==> config.mk <==
export PLATFORM = sky130hd
export DESIGN_NAME = dma_descriptor_ring_feeder_unit
export DESIGN_NICKNAME = d
export VERILOG_FILES = /design/src/rtl/drf_pkg.sv /design/src/rtl/drf_slot_unit.sv /design/src/rtl/dma_descriptor_ring_feeder_unit.sv
export SDC_FILE = /design/constraint.sdc
export NUM_CORES = 1
export LEC_CHECK = 0
export ABC_AREA = 1
export BUFFER_PORTS_ARGS = -buffer_cell sky130_fd_sc_hd__buf_2
export CORE_ASPECT_RATIO = 0.9
export CORE_MARGIN = 2
export CORE_UTILIZATION = 30
export DETAILED_ROUTE_END_ITERATION = 8
export HOLD_SLACK_MARGIN = 0.06
export PLACE_DENSITY = 0.56
export SLEW_MARGIN = 20
export SYNTH_ARGS = -nofsm -noshare
export SYNTH_HDL_FRONTEND = slang
export SYNTH_SLANG_ARGS = --single-unit
==> constraint.sdc <==
create_clock -name aclk -period 4.8 [get_ports aclk]
set_clock_uncertainty 0.15 [all_clocks]
set_input_delay 0.72 -clock aclk [delete_from_list [all_inputs] [get_ports aclk]]
set_output_delay 0.72 -clock aclk [all_outputs]
set_load 0.02 [all_outputs]
==> src/rtl/drf_pkg.sv <==
// ----------------------------------------------------------------------------
// drf_pkg
// Shared types and constants for the DMA descriptor ring feeder.
// ----------------------------------------------------------------------------
package drf_pkg;

    localparam int RING_SLOTS  = 32;
    localparam int CHUNK_BYTES = 4096;
    localparam int CHUNK_SHIFT = $clog2(CHUNK_BYTES);

    localparam int SLOT_W  = 5;
    localparam int FIFO_W  = 19;
    localparam int TAKE_W  = 13;
    localparam int ADDR_W  = 32;
    localparam int PREB_W  = 5;

    localparam logic [SLOT_W-1:0] MAX_IN_FLIGHT = SLOT_W'(RING_SLOTS - 1);
    localparam logic [PREB_W-1:0] PREBUF_RESET  = PREB_W'(8);

    // event codes
    localparam logic [1:0] OP_KICK  = 2'd0;
    localparam logic [1:0] OP_IRQ   = 2'd1;
    localparam logic [1:0] OP_FLUSH = 2'd2;

    // configuration register indexes
    localparam logic CFG_BASE   = 1'b0;
    localparam logic CFG_PREBUF = 1'b1;

    typedef enum logic [1:0] {
        KIND_SLOT     = 2'd0,
        KIND_HALT_ACK = 2'd1,
        KIND_START    = 2'd2,
        KIND_SUMMARY  = 2'd3
    } kind_t;

    // result of one pass through the slot arithmetic unit
    typedef struct packed {
        logic [TAKE_W-1:0] take;
        logic [FIFO_W-1:0] rem_next;
        logic [ADDR_W-1:0] addr;
    } slot_calc_t;

endpackage

==> src/rtl/drf_slot_unit.sv <==
// ----------------------------------------------------------------------------
// drf_slot_unit
// Shared slot arithmetic: chunk size taken from the FIFO level, remaining
// level, and slot buffer address.
// ----------------------------------------------------------------------------
module drf_slot_unit (
    input  logic [drf_pkg::FIFO_W-1:0] rem,
    input  logic [drf_pkg::SLOT_W-1:0] slot,
    input  logic [drf_pkg::ADDR_W-1:0] base,
    output drf_pkg::slot_calc_t        calc
);

    logic [drf_pkg::TAKE_W-1:0] take;
    logic [drf_pkg::ADDR_W-1:0] offset;

    always_comb begin
        if (rem > drf_pkg::FIFO_W'(drf_pkg::CHUNK_BYTES)) begin
            take = drf_pkg::TAKE_W'(drf_pkg::CHUNK_BYTES);
        end else begin
            take = rem[drf_pkg::TAKE_W-1:0];
        end
    end

    assign offset        = drf_pkg::ADDR_W'(slot) << drf_pkg::CHUNK_SHIFT;
    assign calc.take     = take;
    assign calc.rem_next = rem - drf_pkg::FIFO_W'(take);
    assign calc.addr     = base + offset;

endmodule

==> src/rtl/dma_descriptor_ring_feeder_unit.sv <==
// ----------------------------------------------------------------------------
// dma_descriptor_ring_feeder_unit
// Keeps a ring of DMA descriptor slots filled from a staging FIFO and starts
// the playback engine.
// ----------------------------------------------------------------------------
// Usage:
//   s_* channel: one event per transfer (kick, slot-completed, flush) with the
//   FIFO byte level and the engine halted bit. s_ready is high only while the
//   sequencer is idle; one event is worked on at a time.
//   m_* channel: per event, an optional halt acknowledge, one descriptor per
//   filled slot, an optional engine start, then a summary with m_last set.
//   cfg_*: register writes (0 chunk base address, 1 prebuffer slots), to be
//   made while no event is in progress; the block itself does not enforce it.
// Timing: the sequencer steps one result per cycle through the shared slot
//   arithmetic unit while the output register is free, and returns to idle
//   once an event's summary is loaded into the output register, so the next
//   event can be accepted. The summary is presented in the same cycle that
//   s_ready returns.
// Stall: the output register holds a result until it is taken; the sequencer
//   waits on it and keeps every result in order.
// Reset: counters, ring position and running flag clear, base address to 0,
//   prebuffer slots to 8.
// ----------------------------------------------------------------------------
module dma_descriptor_ring_feeder_unit (
    input  logic                          aclk,
    input  logic                          aresetn,

    input  logic                          cfg_wr_en,
    input  logic                          cfg_index,
    input  logic [drf_pkg::ADDR_W-1:0]    cfg_wdata,

    input  logic                          s_valid,
    output logic                          s_ready,
    input  logic [1:0]                    s_op,
    input  logic [drf_pkg::FIFO_W-1:0]    s_fifo_bytes,
    input  logic                          s_halted,

    output logic                          m_valid,
    input  logic                          m_ready,
    output logic [1:0]                    m_kind,
    output logic [drf_pkg::SLOT_W-1:0]    m_slot_index,
    output logic [drf_pkg::ADDR_W-1:0]    m_buf_addr,
    output logic [11:0]                   m_sample_count,
    output logic                          m_flag_ioc,
    output logic                          m_flag_bup,
    output logic [drf_pkg::TAKE_W-1:0]    m_bytes_taken,
    output logic [drf_pkg::SLOT_W-1:0]    m_in_flight_now,
    output logic                          m_is_running,
    output logic                          m_last
);

    typedef enum logic [4:0] {
        ST_IDLE  = 5'b00001,
        ST_ACK   = 5'b00010,
        ST_FILL  = 5'b00100,
        ST_START = 5'b01000,
        ST_SUM   = 5'b10000
    } state_t;

    state_t state_reg, state_next;

    logic [drf_pkg::ADDR_W-1:0] base_reg;
    logic [drf_pkg::PREB_W-1:0] prebuf_reg;

    logic [drf_pkg::SLOT_W-1:0] queued_reg, queued_next;
    logic [drf_pkg::SLOT_W-1:0] next_slot_reg, next_slot_next;
    logic [drf_pkg::SLOT_W-1:0] last_slot_reg, last_slot_next;
    logic                       running_reg, running_next;
    logic [drf_pkg::FIFO_W-1:0] rem_reg, rem_next;
    logic                       halted_reg, halted_next;

    logic                       out_valid_reg, out_valid_next;
    drf_pkg::kind_t             kind_reg, kind_next;
    logic [drf_pkg::SLOT_W-1:0] slot_out_reg, slot_out_next;
    logic [drf_pkg::ADDR_W-1:0] addr_reg, addr_next;
    logic [drf_pkg::TAKE_W-1:0] taken_reg, taken_next;
    logic [drf_pkg::SLOT_W-1:0] ifl_out_reg, ifl_out_next;
    logic                       run_out_reg, run_out_next;

    drf_pkg::slot_calc_t        calc;
    logic                       out_free;
    logic                       emit;
    logic [drf_pkg::PREB_W-1:0] need;
    logic                       start_ok;

    drf_slot_unit u_slot (
        .rem  (rem_reg),
        .slot (next_slot_reg),
        .base (base_reg),
        .calc (calc)
    );

    assign out_free = !out_valid_reg || m_ready;
    assign s_ready  = (state_reg == ST_IDLE);
    assign need     = (prebuf_reg == '0) ? drf_pkg::PREB_W'(1) : prebuf_reg;
    assign start_ok = (queued_reg >= need) ||
                      ((queued_reg != '0) && (rem_reg == '0));

    always_comb begin
        state_next     = state_reg;
        queued_next    = queued_reg;
        next_slot_next = next_slot_reg;
        last_slot_next = last_slot_reg;
        running_next   = running_reg;
        rem_next       = rem_reg;
        halted_next    = halted_reg;
        emit           = 1'b0;
        kind_next      = kind_reg;
        slot_out_next  = slot_out_reg;
        addr_next      = addr_reg;
        taken_next     = taken_reg;
        ifl_out_next   = ifl_out_reg;
        run_out_next   = run_out_reg;

        unique case (state_reg)
            ST_IDLE: begin
                if (s_valid) begin
                    rem_next    = s_fifo_bytes;
                    halted_next = s_halted;
                    if (s_op == drf_pkg::OP_FLUSH) begin
                        queued_next    = '0;
                        next_slot_next = '0;
                        last_slot_next = '0;
                        running_next   = 1'b0;
                        state_next     = ST_SUM;
                    end else if (s_op == drf_pkg::OP_KICK || s_op == drf_pkg::OP_IRQ) begin
                        if (s_op == drf_pkg::OP_IRQ && queued_reg != '0) begin
                            queued_next = queued_reg - drf_pkg::SLOT_W'(1);
                        end
                        state_next = ST_ACK;
                    end else begin
                        state_next = ST_SUM;
                    end
                end
            end
            ST_ACK: begin
                if (running_reg && halted_reg) begin
                    if (out_free) begin
                        queued_next    = '0;
                        running_next   = 1'b0;
                        emit           = 1'b1;
                        kind_next      = drf_pkg::KIND_HALT_ACK;
                        slot_out_next  = last_slot_reg;
                        addr_next      = '0;
                        taken_next     = '0;
                        ifl_out_next   = '0;
                        run_out_next   = 1'b0;
                        state_next     = ST_FILL;
                    end
                end else begin
                    state_next = ST_FILL;
                end
            end
            ST_FILL: begin
                if (queued_reg < drf_pkg::MAX_IN_FLIGHT && rem_reg != '0) begin
                    if (out_free) begin
                        rem_next       = calc.rem_next;
                        last_slot_next = next_slot_reg;
                        queued_next    = queued_reg + drf_pkg::SLOT_W'(1);
                        next_slot_next = next_slot_reg + drf_pkg::SLOT_W'(1);
                        emit           = 1'b1;
                        kind_next      = drf_pkg::KIND_SLOT;
                        slot_out_next  = next_slot_reg;
                        addr_next      = calc.addr;
                        taken_next     = calc.take;
                        ifl_out_next   = queued_reg + drf_pkg::SLOT_W'(1);
                        run_out_next   = running_reg;
                    end
                end else begin
                    state_next = ST_START;
                end
            end
            ST_START: begin
                if (!running_reg && start_ok) begin
                    if (out_free) begin
                        running_next  = 1'b1;
                        emit          = 1'b1;
                        kind_next     = drf_pkg::KIND_START;
                        slot_out_next = last_slot_reg;
                        addr_next     = '0;
                        taken_next    = '0;
                        ifl_out_next  = queued_reg;
                        run_out_next  = 1'b1;
                        state_next    = ST_SUM;
                    end
                end else begin
                    state_next = ST_SUM;
                end
            end
            ST_SUM: begin
                if (out_free) begin
                    emit          = 1'b1;
                    kind_next     = drf_pkg::KIND_SUMMARY;
                    slot_out_next = last_slot_reg;
                    addr_next     = '0;
                    taken_next    = '0;
                    ifl_out_next  = queued_reg;
                    run_out_next  = running_reg;
                    state_next    = ST_IDLE;
                end
            end
            default: begin
                state_next = ST_IDLE;
            end
        endcase

        if (emit) begin
            out_valid_next = 1'b1;
        end else if (m_ready) begin
            out_valid_next = 1'b0;
        end else begin
            out_valid_next = out_valid_reg;
        end
    end

    always_ff @(posedge aclk) begin
        if (!aresetn) begin
            state_reg     <= ST_IDLE;
            queued_reg    <= '0;
            next_slot_reg <= '0;
            last_slot_reg <= '0;
            running_reg   <= 1'b0;
            out_valid_reg <= 1'b0;
            base_reg      <= '0;
            prebuf_reg    <= drf_pkg::PREBUF_RESET;
        end else begin
            state_reg     <= state_next;
            queued_reg    <= queued_next;
            next_slot_reg <= next_slot_next;
            last_slot_reg <= last_slot_next;
            running_reg   <= running_next;
            out_valid_reg <= out_valid_next;
            if (cfg_wr_en) begin
                unique case (cfg_index)
                    drf_pkg::CFG_BASE:   base_reg   <= cfg_wdata;
                    drf_pkg::CFG_PREBUF: prebuf_reg <= cfg_wdata[drf_pkg::PREB_W-1:0];
                    default: ;
                endcase
            end
        end
    end

    always_ff @(posedge aclk) begin
        rem_reg      <= rem_next;
        halted_reg   <= halted_next;
        kind_reg     <= kind_next;
        slot_out_reg <= slot_out_next;
        addr_reg     <= addr_next;
        taken_reg    <= taken_next;
        ifl_out_reg  <= ifl_out_next;
        run_out_reg  <= run_out_next;
    end

    assign m_valid         = out_valid_reg;
    assign m_kind          = kind_reg;
    assign m_slot_index    = slot_out_reg;
    assign m_buf_addr      = addr_reg;
    assign m_sample_count  = taken_reg[drf_pkg::TAKE_W-1:1];
    assign m_flag_ioc      = (kind_reg == drf_pkg::KIND_SLOT);
    assign m_flag_bup      = (kind_reg == drf_pkg::KIND_SLOT);
    assign m_bytes_taken   = taken_reg;
    assign m_in_flight_now = ifl_out_reg;
    assign m_is_running    = run_out_reg;
    assign m_last          = (kind_reg == drf_pkg::KIND_SUMMARY);

    // busy for the whole event once it is taken
    a_busy_after_accept: assert property (@(posedge aclk) disable iff (!aresetn)
        (s_valid && s_ready) |=> !s_ready)
        else $error("event accepted while previous event in progress");

    // a descriptor always removes bytes from the FIFO
    a_slot_takes_bytes: assert property (@(posedge aclk) disable iff (!aresetn)
        (m_valid && m_kind == drf_pkg::KIND_SLOT) |-> (m_bytes_taken != '0))
        else $error("slot programmed with no bytes");

    // an engine start result reports the engine running
    a_start_running: assert property (@(posedge aclk) disable iff (!aresetn)
        (m_valid && m_kind == drf_pkg::KIND_START) |-> m_is_running)
        else $error("start result without running flag");

    // a halt acknowledge leaves nothing in flight and the engine stopped
    a_ack_resync: assert property (@(posedge aclk) disable iff (!aresetn)
        (m_valid && m_kind == drf_pkg::KIND_HALT_ACK) |->
            (m_in_flight_now == '0 && !m_is_running))
        else $error("halt acknowledge without resync");

    // the sequencer only returns idle right after presenting the summary
    a_idle_after_summary: assert property (@(posedge aclk) disable iff (!aresetn)
        (state_reg == ST_SUM && state_next == ST_IDLE) |=>
            (m_valid && m_kind == drf_pkg::KIND_SUMMARY))
        else $error("event ended without summary");

endmodule
==> Word level (Yosys, flattened, before mapping) <==
Cells that the tools add are included.
W data, S select, Z words.
{ "op_classes": {"addsub": 5, "order_cmp": 3, "eq_ne": 22, "n_mux": 77, "bitwise": 1, "reduce_logical": 33} }
{ "ops": {"columns": ["cell", "count"], "rows": [
  ["$mux W32", 5],
  ["$mux W5", 29],
  ["$pmux W32 S4", 1],
  ["$mux W13", 6],
  ["$mux W19", 3],
  ["$pmux W13 S4", 1],
  ["$pmux W5 S4", 2],
  ["$pmux W19 S2", 1],
  ["$add A32 B17 Y32", 1],
  ["$pmux W5 S5", 1],
  ["$pmux W5 S2", 2],
  ["$gt A19 B13 Y1 const B", 1],
  ["$logic_not A19 Y1", 1],
  ["$reduce_bool A19 Y1", 1],
  ["$sub A19 B13 Y19", 1],
  ["$ne A2 B2 Y1 const B", 9],
  ["$reduce_and A8 Y1", 2],
  ["$pmux W5 S3", 1],
  ["$reduce_and A5 Y1", 3],
  ["$mux W1", 14],
  ["$mux W2", 7],
  ["$reduce_and A6 Y1", 2],
  ["$add A5 B1 Y5 const B", 2],
  ["$pmux W1 S4", 2],
  ["28 further kinds", 43]
]} }
{ "totals": {"regBits": 137, "inputBits": 60, "output_inout_bits": 75} }

==> Depth between registers and ports, before layout <==
Gate-level depths: netlist of the first run.
{ "depth": {"depth_word": 8, "mapped_depth": 16, "mapped_depth_nobuf": 16} }

==> Hierarchy <==
From an unflattened synthesis of the first run, not the netlist that was laid out.
{ "unflattened": {"hier_cells": 896, "area_unflattened_um2": 7263.2} }
{ "modules_own_cells": {"columns": ["module", "n_inst", "cells_each", "area_each_um2", "seq_area_each_um2"], "rows": [
  ["dma_descriptor_ring_feeder_unit", 1, 692, 6098.3, 3523.4],
  ["drf_slot_unit", 1, 204, 1164.9, 0.0]
]} }

==> Worst setup path before layout of the first run <==
No wires, ideal clock.
{ "synth_timing": {"kind": "register to register", "start": "reg prebuf_reg[4] (netlist name)", "end": "reg addr_reg, in the netlist m_buf_addr[0], enable pin", "setup_time_ns": 0.474, "t_arrival_ns": 3.625, "slack_ns": 0.551, "path_stages_with_launch": 10, "path_cell_list": "dfxtp_1 -> inv_1 -> a41o_1 -> ha_1 -> nand2_1 -> nor2_1 -> a211oi_1 -> nand2_1 -> nand2_1 -> a21oi_1"} }
{ "synth_via": {"elab_chain_cells": 7} }
{ "synth_rtl": {"columns": ["element", "line", "text"], "rows": [
  ["from (decl)", "dma_descriptor_ring_feeder_unit.sv:63", "logic [drf_pkg::PREB_W-1:0] prebuf_reg;"],
  ["from (signal assigned)", "dma_descriptor_ring_feeder_unit.sv:225", "prebuf_reg <= drf_pkg::PREBUF_RESET;"],
  ["from (signal assigned)", "dma_descriptor_ring_feeder_unit.sv:236", "drf_pkg::CFG_PREBUF: prebuf_reg <= cfg_wdata[drf_pkg::PREB_W-1:0];"],
  ["$logic_not A5 Y1", "dma_descriptor_ring_feeder_unit.sv:95", "assign need = (prebuf_reg == '0) ? drf_pkg::PREB_W'(1) : prebuf_reg;"],
  ["$mux W5 (*)", "dma_descriptor_ring_feeder_unit.sv:95", null],
  ["$ge A5 B5 Y1 (*)", "dma_descriptor_ring_feeder_unit.sv:96", "assign start_ok = (queued_reg >= need) ||"],
  ["$logic_or A1 B1 Y1 (*)", "dma_descriptor_ring_feeder_unit.sv:96", null],
  ["$logic_and A1 B1 Y1 (*)", "dma_descriptor_ring_feeder_unit.sv:174", "if (!running_reg && start_ok) begin"],
  ["$ne A2 B2 Y1 (no source line) (*)", null, null],
  ["$reduce_and A5 Y1 (no source line) (*)", null, null],
  ["to (signal assigned)", "dma_descriptor_ring_feeder_unit.sv:248", "addr_reg <= addr_next;"],
  ["to (decl)", "dma_descriptor_ring_feeder_unit.sv:75", "logic [drf_pkg::ADDR_W-1:0] addr_reg, addr_next;"]
]} }
Every way passes the cells marked *; elsewhere a longest branch is shown, timed or not.
A chain may end at the register's enable or synchronous reset.

==> Worst setup path in the final report of the first run <==
{ "layout_timing": {"start": "reg state_reg[3]", "end": "reg addr_reg, in the netlist m_buf_addr[20], enable pin"} }
{ "layout_via": {"elab_chain_cells": 3, "word_cells_on_any_way": 10} }
{ "layout_rtl": {"columns": ["element", "line", "text"], "rows": [
  ["from (decl)", "dma_descriptor_ring_feeder_unit.sv:60", "state_t state_reg, state_next;"],
  ["from (signal assigned)", "dma_descriptor_ring_feeder_unit.sv:227", "state_reg <= state_next;"],
  ["$eq A5 B5 Y1, or another cell as far along", "dma_descriptor_ring_feeder_unit.sv:115", "unique case (state_reg)"],
  ["$reduce_bool A4 Y1 (no source line) / $ne A2 B2 Y1 (equally long branches)", null, null],
  ["$reduce_and A5 Y1 (no source line) (*)", null, null]
]} }
Marks and branches as above.

==> summary.txt, run 1 <==
Synth
  • Synth unique cells: 51
  • Async S/R FF share, synth: 0%
  • Register area share after synthesis: 52.54%
  • Top cell type's share of synthesized area: 34.93%
  • Yosys reg bits: 137
  • Post-synth top area cell: edfxtp_1
  • Syn Nets: 853
  • Post-Syn Area: 0.006706 mm2
  • Syn_area_per_cell: 8.631 um2
  • Count of flip-flops with a built-in enable after synthesis: 78
  • Synth warnings: 0
  • Post-Syn Instances: 777
  • Top FF cell, synth: edfxtp_1
  • Main area contributors after synthesis: edfxtp_1 (35%), dfxtp_1 (18%), nand2_1 (6.7%), o21ai_0 (5.9%), inv_1 (5.5%)

Clock tree
  • CTS root buf: clkbuf_16
  • Hold_buf cts: 0
  • Clock latency on the worst-skew pair: 0.43 ns
  • Post CTS Setup Buffer Count: 0
  • CTS max path bufs: 2
  • CTS sink count: 137
  • CTS resizes: 0
  • CTS tree: built
  • TritonCTS buffer count: 17
  • H-tree levels: 4
  • Clock-pin slew on the worst setup and hold paths: 0.07 ns

Critical path
  • R2r setup slk: 1.36 ns
  • CP arrival: 3.41 ns
  • CP Max Fanout: 45
  • Startpoint types: flip-flop
  • Worst r2r src: state_reg[3]
  • Worst r2r dst: m_buf_addr[20]
  • Worst setup EP type: flip-flop
  • Worst Reg-to-Reg Cells: 8
  • CP required: 4.77 ns
  • CP Class: flip-flop to flip-flop

Global routing
  • Grt total ovfl: 0
  • Vias in the first global route: 5,198
  • First-pass GRT wire length: 26,700 um
  • Largest net degree at the start of global routing: 50
  • GR Util All Layers: 14.30%
  • Initial antenna violation count: 0

Min path
  • Hold path depth: 2
  • Hold_sp: base_reg[10]
  • Hold Path End: base_reg[10]
  • Min-delay worst type: flip-flop to flip-flop

Floorplan
  • Starting Density: 30.82%
  • Top-level I/O count: 135
  • Core Region: 0.02176 mm2
  • Die Width: 161.6 um
  • Total die area: 0.02357 mm2
  • FP Rows: 51
  • Die Y: 145.8 um

STA
  • Final hold slack: 0.3052 ns
  • Worst slew pin tran: 0.8298 ns
  • Relative slew slack: 44.68%
  • Final hold violations: 0
  • RSZ-0062 raised after global routing: no
  • Tcrit/Tclk final: 71.60%
  • Slew Viols, Final: 0
  • Fmax: 0.2909 GHz
  • Period minus WS final: 3.437 ns
  • Fin Setup TNS: 0 ns
  • Final setup viols: 0

Place
  • Placer Congestion: 0.8458
  • Port buffer count: 134
  • DP Area: 0.007594 mm2
  • Placed wire-length estimate: 12,030 um
  • Inst Count DP: 1,169

Finish
  • Fin area: 0.008177 mm2
  • Nets: 973
  • Layout Area Growth over Synthesis: 21.92%
  • Filler instances: 2,242
  • Layout cells sized above 1: 21.21%
  • Antenna cells: 0
  • Layout Cells excl Fill: 1,201

Route
  • Drt total wl: 16,750 um
  • Drt wl/cell: 13.95 um
  • Initial DRC count: 398
  • Vias: 5,561
  • Highest metal used: met4
  • Met1 WL: 8214 um
  • Routed vias/inst: 4.630
  • DR WL met2: 7351 um
  • Met3 wire length: 946 um
  • DRC: 0
  • 1st-pass router iterations: 5
  • Post-route ant nets: 0

Job
  • Total of max-cap violations: 0

Power and ir drop
  • Clk network pwr share: 31.5%
  • Switching power total: 1.500 mW
  • Flop pwr share: 40.6%
  • Leakage: 3.343 nW
  • VDD IR-drop max: 0.2216 mV
  • Gate power share: 28.0%
  • Pwr Density: 503.8 mW/mm2
  • P_int: 2.620 mW
  • Pwr Total: 4.120 mW
  • Switching share of power: 36.40%

Outcome
  • Status: complete, no violations
## power by group through the flow
stage	sequential, mW	combinational (mW)	clock (mW)
floorplan	1.77	0.758	0
global placement	1.69	1.14	0
detailed placement	1.69	1.16	0
CTS	1.67	1.16	1.33
global route	1.70	1.29	1.38
finish	1.67	1.15	1.30
## metrics by stage
stage                     worst slack [ns]  util (%)
final                                1.363     37.58
after global routing                 1.035     37.58
after CTS                            1.323     37.58
after detailed placement             1.357     34.90
after global placement               1.398     34.86
after floorplan                     0.5514         -
## placed cells by master (no fill, tap or decap), types with 5 or more instances in the layout
master	synthesis	final
nor2_2	6	6
dfxtp_1	59	59
nand3_1	31	31
inv_6	0	5
nor2_1	95	95
edfxtp_1	78	78
inv_1	98	98
buf_2	4	134
ha_1	15	15
nand2_1	119	119
a21oi_1	69	67
o31ai_1	6	6
nand4_1	10	10
xor2_1	10	10
clkbuf_16	0	17
nor3_1	15	15
buf_4	14	5
o21ai_0	79	79
## area by class of cell
class	instances	area, um2	area share [%]
clock buffer	17	425.4	5.203
clock inverter	15	157.7	1.928
inverter	100	375.4	4.591
multi-input combinational	502	2623	32.07
sequential	137	3523	43.09
tap	291	364.1	4.453
timing repair buffer	139	708.2	8.661
## how the worst max path moves through the flow
| stage | to | slack [ns] | from |
|---|---|---|---|
| after floorplan | m_buf_addr[0] | 0.55 | prebuf_reg[4] |
| after global placement | m_buf_addr[20] | 1.40 | state_reg[3] |
| after detailed placement | m_buf_addr[20] | 1.36 | state_reg[3] |
| after CTS | m_buf_addr[20] | 1.32 | state_reg[3] |
| after global routing | m_buf_addr[18] | 1.04 | state_reg[3] |
| final | m_buf_addr[20] | 1.36 | state_reg[3] |
## synthesized netlist by cell type, drive strengths merged (2+ instances only)
| cell type | instances |
|---|---|
| nand3b | 2 |
| inv | 99 |
| nand3 | 33 |
| nand4 | 10 |
| o41ai | 2 |
| or2 | 2 |
| nor3b | 2 |
| nand2 | 122 |
| o21bai | 3 |
| nor3 | 16 |
| o211ai | 2 |
| ha | 15 |
| a211oi | 4 |
| edfxtp | 78 |
| xor2 | 10 |
| nor4 | 2 |
| buf | 21 |
| o31ai | 6 |
| a31oi | 3 |
| nor2 | 102 |
| o21ai | 83 |
| o21a | 3 |
| dfxtp | 59 |
| a21oi | 71 |
| clkbuf | 17 |
## metal layers
metal | up-vias | global-route usage [%]
met5 | - | 0
met4 | 0 | 4.286
met3 | 17 | 3.961
met2 | 148 | 21.26
met1 | 2553 | 20.20
li1 | 2843 | -
## cell families after synthesis
logic type | after synthesis | synth area share, %
and+or+nand+nor | 293 | 19.29
AOI/OAI and AO/OA | 182 | 15.02
buffers and inverters | 138 | 8.694
DFF | 137 | 52.54
adders and majority gates | 16 | 3.097
xor gates and xnor gates | 10 | 1.306
other | 1 | 0.05592
## critical path, stage by stage (launching register included)
cell	delay [ns]
dfxtp_1	0.34
inv_1	0.09
nand4_1	0.12
buf_4	0.41
inv_2	0.44
nand2_1	0.29
nand3_1	0.21
a21oi_4	0.68
buf_4	0.36
Note: power is estimated with default switching activity, not from simulation.
==> run 2, diff against run 1 <==
Clock period 4.8 ns to 3.6 ns, I/O delays scaled along.
==> run 2 against run 1 <==
Hold slack worse by 0.15 ns. Sequential share of layout area rose by 0.059 points. Global-route usage grew 0.080 points. Critical endpoint is now m_buf_addr[28].
==> summary.txt, run 2 (synthesized netlist as in run 1, its figures left out) <==
Floorplan
  • FP Rows: 51 (unchanged)
  • Die Width: 161.6 um (unchanged)
  • Die Y: 145.8 um (unchanged)
  • Core Region: 0.02176 mm2 (unchanged)
  • Top-level I/O count: 135 (unchanged)
  • Total die area: 0.02357 mm2 (unchanged)
  • Starting Density: 30.82% (unchanged)

STA
  • Fmax: 0.3583 GHz (+23%)
  • Worst slew pin tran: 0.7928 ns (-0.03707 ns)
  • Final hold violations: 0 (unchanged)
  • Final setup viols: 0 (unchanged)
  • Final hold slack: 0.1520 ns (-0.1533 ns)
  • Tcrit/Tclk final: 77.52% (+5.9 points)
  • Relative slew slack: 46.82% (+2.1 points)
  • Fin Setup TNS: 0 ns (unchanged)
  • Period minus WS final: 2.791 ns (-0.6465 ns)
  • RSZ-0062 raised after global routing: no
  • Slew Viols, Final: 0 (unchanged)

Finish
  • Antenna cells: 0 (unchanged)
  • Fin area: 0.008165 mm2 (-0.14%)
  • Layout Area Growth over Synthesis: 21.75%
  • Reg area: 0.003523 mm2 (unchanged)
  • Layout cells sized above 1: 20.90% (-0.31 points)
  • Final Util: 37.53% (-0.052 points)
  • Nets: 977 (+0.41%)
  • Most common cell after layout, fill and taps aside: buf_2
  • Filler instances: 2,275 (+1.5%)
  • Area of the multi-input gates: 0.002615 mm2 (-0.29%)
  • Commonest non-fill, non-tap cells in the layout: buf_2 (134), nand2_1 (119), inv_1 (98)

Critical path
  • CP Max Fanout: 6 (-87%)
  • Worst r2r dst: m_buf_addr[28]
  • Startpoint types: flip-flop
  • Worst path cell trace: ha_1 > inv_1 > fa_1 > inv_1 > nand3_1 > nand2_1 > nand2_1 > a21oi_2 > nand3_1 > nor2_2 > nand2_1 > nor2_1 > nand2_1 > o21ai_0 > nor2_1
  • Worst setup EP type: flip-flop
  • Cell mode on critical path: nand2_1
  • Slowest stage cell on the critical path: dfxtp_1
  • CP peak stage delay: 0.41 ns (-0.27 ns)
  • CP arrival: 2.81 ns (-0.60 ns)
  • CP Class: flip-flop to flip-flop
  • Worst Reg-to-Reg Cells: 15 (+7)
  • Worst r2r src: next_slot_reg[0]
  • R2r setup slk: 0.81 ns (-0.55 ns)
  • CP required: 3.62 ns (-1.15 ns)

Clock tree
  • CTS resizes: 0 (unchanged)
  • CTS tree: built
  • Post CTS Setup Buffer Count: 0 (unchanged)
  • Hold_buf cts: 0 (unchanged)
  • Clock latency on the worst-skew pair: 0.42 ns (about the same)
  • CTS root buf: clkbuf_16
  • H-tree levels: 4 (unchanged)
  • CTS sink count: 137 (unchanged)
  • Clock-pin slew on the worst setup and hold paths: 0.06 ns (about the same)
  • TritonCTS buffer count: 17 (unchanged)
  • CTS max path bufs: 2 (unchanged)

Global routing
  • GR Util All Layers: 14.38% (+0.080 points)
  • First-pass GRT wire length: 26,600 um (-0.39%)
  • Vias in the first global route: 5,220 (+0.42%)
  • Initial antenna violation count: 0 (unchanged)
  • Largest net degree at the start of global routing: 50 (unchanged)
  • Grt total ovfl: 0 (unchanged)

Job
  • Total of max-cap violations: 0 (unchanged)

Place
  • Placed wire-length estimate: 11,880 um (-1.3%)
  • Placer Congestion: 0.8553 (+1.1%)
  • Port buffer count: 134 (unchanged)
  • DP Area: 0.007629 mm2 (+0.46%)

Route
  • Drt total wl: 16,790 um (+0.23%)
  • Vias: 5,591 (+0.54%)
  • Initial DRC count: 373 (-6.3%)
  • DRC: 0 (unchanged)
  • Drt wl/cell: 13.93 um (-0.11%)
  • 1st-pass router iterations: 5 (unchanged)
  • Post-route ant nets: 0 (unchanged)
  • Routed vias/inst: 4.640 (+0.21%)

Outcome
  • Status: complete, no violations

Min path
  • Hold Path End: halted_reg
  • Hold_sp: s_halted
  • Min-delay worst type: primary input to flip-flop
  • Hold path depth: 1 (-1)

Power and ir drop
  • Pwr Density: 657.1 mW/mm2 (+30%)
  • Pwr Total: 5.366 mW (+30%)
  • VDD IR-drop max: 0.2661 mV (+20%)
  • Leakage: 3.351 nW (+0.23%)
-- run 2: power breakdown --
| group | leakage [nW] | switching (mW) | internal, mW |
|---|---|---|---|
| Sequential | 1.19 | 0.192 | 2.03 |
| Combinational | 1.89 | 1.06 | 0.497 |
| Clock | 0.268 | 0.634 | 0.957 |
| Total | 3.35 | 1.88 | 3.48 |
-- run 2: worst max path at each step --
stage | from | to | slack, ns | cells past startpoint
after floorplan | prebuf_reg[4] | m_buf_addr[0] | 0.35 | 9
after global placement | next_slot_reg[0] | m_buf_addr[28] | 0.87 | 15
after detailed placement | next_slot_reg[0] | m_buf_addr[28] | 0.83 | 15
after CTS | next_slot_reg[0] | m_buf_addr[28] | 0.82 | 15
after global routing | next_slot_reg[0] | m_buf_addr[28] | 0.45 | 15
final | next_slot_reg[0] | m_buf_addr[28] | 0.81 | 15
-- run 2: critical path: cells and delay by family, from the launching register on --
family / cells / cell delay [ns]
and+or+nand+nor: 9 / 0.99
adders and majority gates: 2 / 0.55
DFF: 1 / 0.41
AOI/OAI and AO/OA: 2 / 0.30
buffers and inverters: 2 / 0.15
-- run 2: area by class of cell --
cell class | count | area share (%)
multi-input combinational | 502 | 32.03
timing repair buffer | 143 | 9.194
sequential | 137 | 43.15
clock inverter | 6 | 0.4444
tap | 291 | 4.459
clock buffer | 26 | 6.129
inverter | 100 | 4.597
-- run 2: per-stage QoR --
stage,instances,setup WS (ns)
after floorplan,777,0.3453
after global placement,1173,0.8687
after detailed placement,1173,0.8325
after CTS,1205,0.8168
after global routing,1205,0.4547
final,1205,0.8094
-- run 2: routing by layer --
metal	vias to the layer above	GRT usage (%)	share of wire, %
met3	19	4.018	5.9
met5	-	0	0
met2	166	22.48	45
met4	0	4.598	1.2
li1	2849	-	-
met1	2557	19.25	48
